File: config.mk
export PLATFORM = sky130hd
export DESIGN_NAME = sensor_report_on_change_filter
export DESIGN_NICKNAME = d
export VERILOG_FILES = /design/src/rtl/core/sroc_pkg.sv /design/src/rtl/core/sroc_cfg_regs.sv /design/src/rtl/core/sroc_decide.sv /design/src/rtl/core/sensor_report_on_change_filter.sv
export SDC_FILE = /design/constraint.sdc
export NUM_CORES = 1
export LEC_CHECK = 0
export BUFFER_PORTS_ARGS = -buffer_cell sky130_fd_sc_hd__buf_2
export CAP_MARGIN = 15
export CELL_PAD_IN_SITES_DETAIL_PLACEMENT = 0
export CELL_PAD_IN_SITES_GLOBAL_PLACEMENT = 1
export CORE_UTILIZATION = 35
export CTS_CLUSTER_DIAMETER = 80
export DETAILED_ROUTE_END_ITERATION = 7
export PLACE_DENSITY = 0.62
export SLEW_MARGIN = 20
export SYNTH_ARGS = -nofsm -noshare
export SYNTH_HDL_FRONTEND = slang
export SYNTH_SLANG_ARGS = --single-unit
File: constraint.sdc
create_clock -name i_clk -period 15.5 [get_ports i_clk]
set_input_delay 1.55 -clock i_clk [delete_from_list [all_inputs] [get_ports i_clk]]
set_output_delay 1.55 -clock i_clk [all_outputs]
set_load 0.01 [all_outputs]
File: src/rtl/core/sroc_pkg.sv
`default_nettype none

package sroc_pkg;

    // Field widths of one item.
    localparam int TEMP_W = 16;
    localparam int HUM_W  = 14;
    localparam int CODE_W = 10;
    localparam int MV_W   = 16;
    localparam int TDB_W  = 15;
    localparam int SCALE_W = 16;
    localparam int PROD_W = CODE_W + SCALE_W;
    localparam int FRAC_W = 8;

    // Configuration register indexes.
    localparam int CFG_IDX_W = 2;
    typedef enum logic [CFG_IDX_W-1:0] {
        CFG_TEMP_DEADBAND = 2'd0,
        CFG_HUM_DEADBAND  = 2'd1,
        CFG_BATT_SCALE    = 2'd2,
        CFG_BATT_JUMP     = 2'd3
    } t_cfg_idx;

    // Configuration reset values.
    localparam logic [TDB_W-1:0]   TEMP_DB_RST    = 15'd50;
    localparam logic [HUM_W-1:0]   HUM_DB_RST     = 14'd100;
    localparam logic [SCALE_W-1:0] BATT_SCALE_RST = 16'd1051;
    localparam logic [MV_W-1:0]    BATT_JUMP_RST  = 16'd150;

    typedef enum logic [1:0] {
        ACT_SKIP    = 2'd0,
        ACT_TX      = 2'd1,
        ACT_RESTART = 2'd2
    } t_action;

    typedef struct packed {
        logic signed [TEMP_W-1:0] temp_centi_f;
        logic [HUM_W-1:0]         hum_centi_pct;
        logic [CODE_W-1:0]        battery_code;
        logic                     sensor_failed;
    } t_in_item;

    typedef struct packed {
        t_action                  action;
        logic [MV_W-1:0]          battery_mv;
        logic signed [TEMP_W-1:0] temp_out;
        logic [HUM_W-1:0]         hum_out;
    } t_out_item;

    typedef struct packed {
        logic [TDB_W-1:0]   temp_deadband;
        logic [HUM_W-1:0]   hum_deadband;
        logic [SCALE_W-1:0] battery_scale_q8;
        logic [MV_W-1:0]    battery_jump_limit_mv;
    } t_cfg;

    // Sample after the scaling stage.
    typedef struct packed {
        t_in_item        item;
        logic [MV_W-1:0] mv;
    } t_scaled;

    // Scale an ADC code to millivolts, Q8 scale, saturating.
    function automatic logic [MV_W-1:0] scale_mv(input logic [CODE_W-1:0] code,
                                                 input logic [SCALE_W-1:0] scale);
        logic [PROD_W-1:0] prod;
        logic [PROD_W-FRAC_W-1:0] whole;
        prod  = PROD_W'(code) * PROD_W'(scale);
        whole = prod[PROD_W-1:FRAC_W];
        if (whole[PROD_W-FRAC_W-1:MV_W] != '0) begin
            return '1;
        end
        return whole[MV_W-1:0];
    endfunction

endpackage

`default_nettype wire

File: src/rtl/core/sroc_cfg_regs.sv
`default_nettype none

module sroc_cfg_regs
    import sroc_pkg::*;
(
    input  wire logic                 i_clk,
    input  wire logic                 i_rst_n,
    input  wire logic                 i_cfg_valid,
    output logic                      o_cfg_ready,
    input  wire logic [CFG_IDX_W-1:0] i_cfg_index,
    input  wire logic [MV_W-1:0]      i_cfg_data,
    output t_cfg                      o_cfg
);

    t_cfg r_cfg;

    assign o_cfg_ready = 1'b1;
    assign o_cfg       = r_cfg;

    // Register file, written one register per handshake.
    always_ff @(posedge i_clk) begin
        if (!i_rst_n) begin
            r_cfg.temp_deadband         <= TEMP_DB_RST;
            r_cfg.hum_deadband          <= HUM_DB_RST;
            r_cfg.battery_scale_q8      <= BATT_SCALE_RST;
            r_cfg.battery_jump_limit_mv <= BATT_JUMP_RST;
        end else if (i_cfg_valid && o_cfg_ready) begin
            case (t_cfg_idx'(i_cfg_index))
                CFG_TEMP_DEADBAND: r_cfg.temp_deadband <= i_cfg_data[TDB_W-1:0];
                CFG_HUM_DEADBAND:  r_cfg.hum_deadband  <= i_cfg_data[HUM_W-1:0];
                CFG_BATT_SCALE:    r_cfg.battery_scale_q8 <= i_cfg_data;
                CFG_BATT_JUMP:     r_cfg.battery_jump_limit_mv <= i_cfg_data;
                default: ;
            endcase
        end
    end

endmodule

`default_nettype wire

File: src/rtl/core/sroc_decide.sv
`default_nettype none

module sroc_decide
    import sroc_pkg::*;
(
    input  wire logic    i_clk,
    input  wire logic    i_rst_n,
    input  wire logic    i_adv,
    input  wire t_scaled i_smp,
    input  wire t_cfg    i_cfg,
    output t_out_item    o_res
);

    logic                     r_record_valid;
    logic                     r_restart_flag;
    logic signed [TEMP_W-1:0] r_last_temp;
    logic [HUM_W-1:0]         r_last_hum;
    logic [CODE_W-1:0]        r_last_code;
    logic [MV_W-1:0]          r_last_mv;

    logic [MV_W-1:0]          jump;
    logic                     jump_hit;
    logic signed [TEMP_W:0]   tdiff;
    logic [TEMP_W:0]          dt;
    logic [HUM_W-1:0]         dh;
    logic                     quiet;
    logic                     failed;
    logic                     store;

    assign failed = i_smp.item.sensor_failed;

    // Battery jump against the stored record.
    always_comb begin
        if (i_smp.mv >= r_last_mv) begin
            jump = i_smp.mv - r_last_mv;
        end else begin
            jump = r_last_mv - i_smp.mv;
        end
        jump_hit = r_record_valid && !r_restart_flag && (jump > i_cfg.battery_jump_limit_mv);
    end

    // Deadband test on temperature, humidity and the raw code.
    always_comb begin
        tdiff = (TEMP_W+1)'(i_smp.item.temp_centi_f) - (TEMP_W+1)'(r_last_temp);
        if (tdiff[TEMP_W]) begin
            dt = (~tdiff) + (TEMP_W+1)'(1);
        end else begin
            dt = tdiff;
        end
        if (i_smp.item.hum_centi_pct >= r_last_hum) begin
            dh = i_smp.item.hum_centi_pct - r_last_hum;
        end else begin
            dh = r_last_hum - i_smp.item.hum_centi_pct;
        end
        quiet = (i_smp.item.battery_code == r_last_code)
             && (dt < (TEMP_W+1)'(i_cfg.temp_deadband))
             && (dh < i_cfg.hum_deadband);
    end

    // Result item.
    always_comb begin
        if (failed) begin
            o_res.action     = ACT_RESTART;
            o_res.battery_mv = '0;
            o_res.temp_out   = '0;
            o_res.hum_out    = '0;
        end else begin
            o_res.battery_mv = i_smp.mv;
            o_res.temp_out   = i_smp.item.temp_centi_f;
            o_res.hum_out    = i_smp.item.hum_centi_pct;
            if (jump_hit) begin
                o_res.action = ACT_RESTART;
            end else if (r_record_valid && quiet) begin
                o_res.action = ACT_SKIP;
            end else begin
                o_res.action = ACT_TX;
            end
        end
    end

    assign store = i_adv && !failed && !jump_hit && (o_res.action == ACT_TX);

    // Stored record and restart flag.
    always_ff @(posedge i_clk) begin
        if (!i_rst_n) begin
            r_record_valid <= 1'b0;
            r_restart_flag <= 1'b0;
            r_last_temp    <= '0;
            r_last_hum     <= '0;
            r_last_code    <= '0;
        end else if (i_adv && !failed) begin
            if (r_record_valid) begin
                r_restart_flag <= jump_hit;
            end
            if (store) begin
                r_record_valid <= 1'b1;
                r_last_temp    <= i_smp.item.temp_centi_f;
                r_last_hum     <= i_smp.item.hum_centi_pct;
                r_last_code    <= i_smp.item.battery_code;
            end
        end
    end

    // Stored millivolts follow the stored code under the current scale.
    always_ff @(posedge i_clk) begin
        if (store) begin
            r_last_mv <= i_smp.mv;
        end else begin
            r_last_mv <= scale_mv(r_last_code, i_cfg.battery_scale_q8);
        end
    end

`ifndef SYNTHESIS
    a_jump_sets_flag: assert property (@(posedge i_clk) disable iff (!i_rst_n)
        (i_adv && !failed && jump_hit) |=> r_restart_flag)
        else $error("battery jump did not set the restart flag");

    a_tx_marks_valid: assert property (@(posedge i_clk) disable iff (!i_rst_n)
        (i_adv && o_res.action == ACT_TX) |=> (r_record_valid && !r_restart_flag))
        else $error("transmit did not leave a valid record");

    a_fail_keeps_state: assert property (@(posedge i_clk) disable iff (!i_rst_n)
        (i_adv && failed) |=> ($stable(r_restart_flag) && $stable(r_record_valid)
                               && $stable(r_last_code)))
        else $error("sensor failure changed the stored record");
`endif

endmodule

`default_nettype wire

File: src/rtl/core/sensor_report_on_change_filter.sv
`default_nettype none

// An item passes the input, scaling and result registers. Throughput: one
// item per cycle unless i_stall holds the output; the record is updated in
// the decision stage, so each item sees the record left by the item before it.
// Reset (synchronous, active low) empties the pipeline, clears the record
// and restart flag, and loads the configuration registers with their defaults.
module sensor_report_on_change_filter
    import sroc_pkg::*;
(
    input  wire logic                 i_clk,
    input  wire logic                 i_rst_n,
    input  wire logic                 i_valid,
    output logic                      o_stall,
    input  wire t_in_item             i_data,
    output logic                      o_valid,
    input  wire logic                 i_stall,
    output t_out_item                 o_data,
    input  wire logic                 i_cfg_valid,
    output logic                      o_cfg_ready,
    input  wire logic [CFG_IDX_W-1:0] i_cfg_index,
    input  wire logic [MV_W-1:0]      i_cfg_data
);

    t_cfg      cfg;
    logic      r_in_v;
    t_in_item  r_in;
    logic      r_s1_v;
    t_scaled   r_s1;
    logic      r_out_v;
    t_out_item r_out;
    t_out_item res;
    logic      out_rdy;
    logic      s1_rdy;
    logic      in_rdy;

    sroc_cfg_regs u_cfg (
        .i_clk       (i_clk),
        .i_rst_n     (i_rst_n),
        .i_cfg_valid (i_cfg_valid),
        .o_cfg_ready (o_cfg_ready),
        .i_cfg_index (i_cfg_index),
        .i_cfg_data  (i_cfg_data),
        .o_cfg       (cfg)
    );

    // Each stage moves when the stage after it is empty or moving.
    assign out_rdy = !r_out_v || !i_stall;
    assign s1_rdy  = !r_s1_v || out_rdy;
    assign in_rdy  = !r_in_v || s1_rdy;
    assign o_stall = !in_rdy;

    // Stage valid bits.
    always_ff @(posedge i_clk) begin
        if (!i_rst_n) begin
            r_in_v  <= 1'b0;
            r_s1_v  <= 1'b0;
            r_out_v <= 1'b0;
        end else begin
            if (in_rdy) begin
                r_in_v <= i_valid;
            end
            if (s1_rdy) begin
                r_s1_v <= r_in_v;
            end
            if (out_rdy) begin
                r_out_v <= r_s1_v;
            end
        end
    end

    // Input register and scaling stage.
    always_ff @(posedge i_clk) begin
        if (in_rdy && i_valid) begin
            r_in <= i_data;
        end
        if (s1_rdy && r_in_v) begin
            r_s1.item <= r_in;
            r_s1.mv   <= scale_mv(r_in.battery_code, cfg.battery_scale_q8);
        end
    end

    sroc_decide u_decide (
        .i_clk   (i_clk),
        .i_rst_n (i_rst_n),
        .i_adv   (r_s1_v && out_rdy),
        .i_smp   (r_s1),
        .i_cfg   (cfg),
        .o_res   (res)
    );

    // Result register.
    always_ff @(posedge i_clk) begin
        if (out_rdy && r_s1_v) begin
            r_out <= res;
        end
    end

    assign o_valid = r_out_v;
    assign o_data  = r_out;

endmodule

`default_nettype wire

==> impl_results.md <==
* Worst EP required at 15.94 ns
* DR iter-0 viols at 1007
* PwrDens at 103 mW/mm²
* Routed Antenna Nets at 0
* Asr flop ratio synth at 0%
* Overall Global Routing Usage at a little under a fifth
* Unrepaired setup endpoints after global routing: false
* Crit path launch: r_s1[34]$_DFFE_PP_
* Fin Setup TNS at 0 ns
* Critical Path AT at 7.59 ns
* Syn_area_per_cell at around 9.4 µm²
* WHS at between 0.4 and 0.5 ns
* Synthesized area at 0.0242 mm²
* Seq cells post-synth at 268
* Rel. slew slack at 28.5%
* Drt drc at 0
* Synth area leader: fa_1
* CTS tree: yes
* Via density at 4.97
* Crit end category: flop
* Die width at 265 µm
* CTS H-tree depth at 2
* Final Cycle Share at 46.1%
* Worst Path Max Fanout at 28
* Final core occ at 39.5%
* Number of synthesized flops with an enable pin at ~150
* YS warnings at 0
* Yosys top cell area share at 18.5%
* CTS resizes at 0
* Hpwl dp at 48.7 mm
* Gr ovfl total at 0
* Top cells by area, synth: fa_1, edfxtp_1, ha_1
* Startpoint Class: flop
* Drt total wl at 63.5 mm
* Slew @ Worst Pin at 1.06 ns
* Share of post-route cells with drive strength above 1 at under 10%
* Clock Skews at ~0.020 ns
* Vias in the first global route at 18204
* Ports at ~120
* Setup repair bufs after CTS at 0
* Hold Crit Start: r_in[11]$_DFFE_PP_
* First-pass GRT wire length at 101 mm
* Minimum clock period at 7.15 ns
* CTS clk-pin slew, worst paths at 0.06 ns
* Post-Syn Nets at 3086
* CTS Hold Bufs at 0
* Clk root buf: clkbuf_16
* 1st-pass router iterations at 5
* Cell Rows at 95
* Peak VDD IR at 63.9 µV
* CTS max path bufs at 3
* Setup violators final at 0
* Final hold violation count at 0
* Total CTS buffers at 39
* Status: finished, final reports clean
* Yosys cell types at between 80 and 90
* Final count of pins violating max slew at 0
* Synth Flop Type: edfxtp_1
* Sequential cell area fraction in the yosys report at 28.3%
* Fmax at 140 MHz
* Sink Count at 268
* IO Port Bufs at 113
* MaxCap Viol Count at 0
* Die Y-Extent at roughly 260 µm
* Average wire per standard cell at 18.0 µm
* RD Place Congestion at 0.824
* Reg2Reg Launch Point: r_s1[34]$_DFFE_PP_
* Most instantiated library cell after synthesis: nand2_1
* DIE AREA at 0.0701 mm²
* Initial core utilization at 35.6%
* Antenna violations before repair at 3
* Clk_lat worst skew at 0.56 ns
* Cells after Synth at between 2000 and 3000
* Largest net degree at the start of global routing at 94
* Vias at 17501
* HP Class: reg2reg
* Core area at around 0.068 mm²
* FILL cells at 6747
* Design Power at 2.76 mW
* Synth cell count leaders: nand2_1, inv_1, ha_1
* Layout Area Growth over Synthesis at 10.9%
* # nets final at 3140
* Critical path class: reg2reg
* Leak Pwr at roughly 12 nW
-- path summary, 6_finish.rpt --
path / depth (start not counted) / slack [ns] / to
hold reg to reg: 0 / 0.41 / r_s1[27]$_DFFE_PP_
setup reg to reg: 22 / 8.35 / u_decide.r_last_mv[10]$_DFF_P_
setup / recovery: 22 / 8.35 / u_decide.r_last_mv[10]$_DFF_P_
hold / removal: 0 / 0.41 / r_s1[27]$_DFFE_PP_
-- metal layers --
layer  track usage (%)  up-vias  part of all wire (%)
met2              31.8      268                    48
li1                  -     8482                     -
met5                 0        -                     0
met3              2.22       69                   3.3
met4              4.51        0                   1.9
met1              24.3     8682                    46
-- per-stage QoR --
| stage | setup WS (ns) | area (µm²) | std cells |
|---|---|---|---|
| 2_1_floorplan | 9.13 | 24200 | 2563 |
| 3_3_place_gp | 8.40 | 25500 | 3449 |
| 3_5_place_dp | 8.37 | 25500 | 3449 |
| 4_1_cts | 8.33 | 26800 | 3520 |
| 5_1_grt | 7.75 | 26800 | 3520 |
| 6_report | 8.35 | 26800 | 3522 |
-- registers in the layout, summed over array words and instances (netlist names) --
name / count
r_s1_v: 1
u_decide.r_last_mv: 16
r_in: 41
o_valid: 1
r_s1: 57
u_decide.r_restart_flag: 1
u_decide.r_last_temp: 16
u_decide.r_last_code: 10
o_data: 48
r_in_v: 1
u_cfg.o_cfg: 61
u_decide.r_last_hum: 14
u_decide.r_record_valid: 1
-- final cells by class --
type | count | area, µm² | share of cell area [%]
tap | 873 | 1090 | 4.08
multi-input combinational | 1823 | 15500 | 58.0
clock inverter | 19 | 231 | 0.864
sequential | 268 | 6830 | 25.5
clock buffer | 52 | 1070 | 3.99
antenna | 2 | 5.00 | 0.0187
inverter | 352 | 1320 | 4.93
timing repair buffer | 133 | 718 | 2.68
-- power by group --
part | internal [mW] | switching [mW] | total, mW
sequential | 0.824 | 0.0588 | 0.883
clock | 0.544 | 0.354 | 0.898
combinational | 0.415 | 0.561 | 0.976
-- cell usage in the layout (no fill, tap or decap), types with 38 or more instances in the layout --
| cell | instances |
|---|---|
| and2_1 | 150 |
| nand2_1 | 422 |
| fa_1 | 223 |
| mux2i_1 | 59 |
| o21ai_0 | 38 |
| xnor2_1 | 47 |
| clkbuf_16 | 40 |
| buf_2 | 112 |
| a21boi_0 | 50 |
| dfxtp_1 | 122 |
| a21o_1 | 44 |
| ha_1 | 236 |
| a21oi_1 | 85 |
| xor2_1 | 40 |
| nor2_1 | 96 |
| inv_1 | 352 |
| edfxtp_1 | 146 |
-- critical path, cell delays in order (launching register included) --
cell and delay [ns]:
edfxtp_1 0.37, inv_1 0.07, ha_1 0.43, nand4_1 0.23, or4_1 0.59, nand3b_1 0.10, o31ai_1 0.17, nor2_2 0.76
mux2i_1 0.45, nor3_1 0.11, a211oi_1 0.60, nor3_1 0.14, nor4_1 0.41, ha_1 0.32, a21oi_1 0.21, o22ai_1 0.12
or4_1 0.53, a21oi_1 0.21, o41ai_1 0.11, mux2i_1 0.30, nor4bb_4 0.09, buf_4 0.29, mux2_1 0.38
-- logic make-up after synthesis --
| group | count (synthesis) | share of synthesized area (%) |
|---|---|---|
| and+or+nand+nor | 843 | 16.7 |
| buffers and inverters | 472 | 7.66 |
| adders and majority gates | 459 | 30.7 |
| AOI/OAI and AO/OA | 352 | 10.1 |
| DFF | 268 | 28.3 |
| xor gates and xnor gates | 87 | 3.16 |
| muxes | 81 | 3.47 |
| other | 1 | 0.0155 |
(Power assumes the default switching activity.)
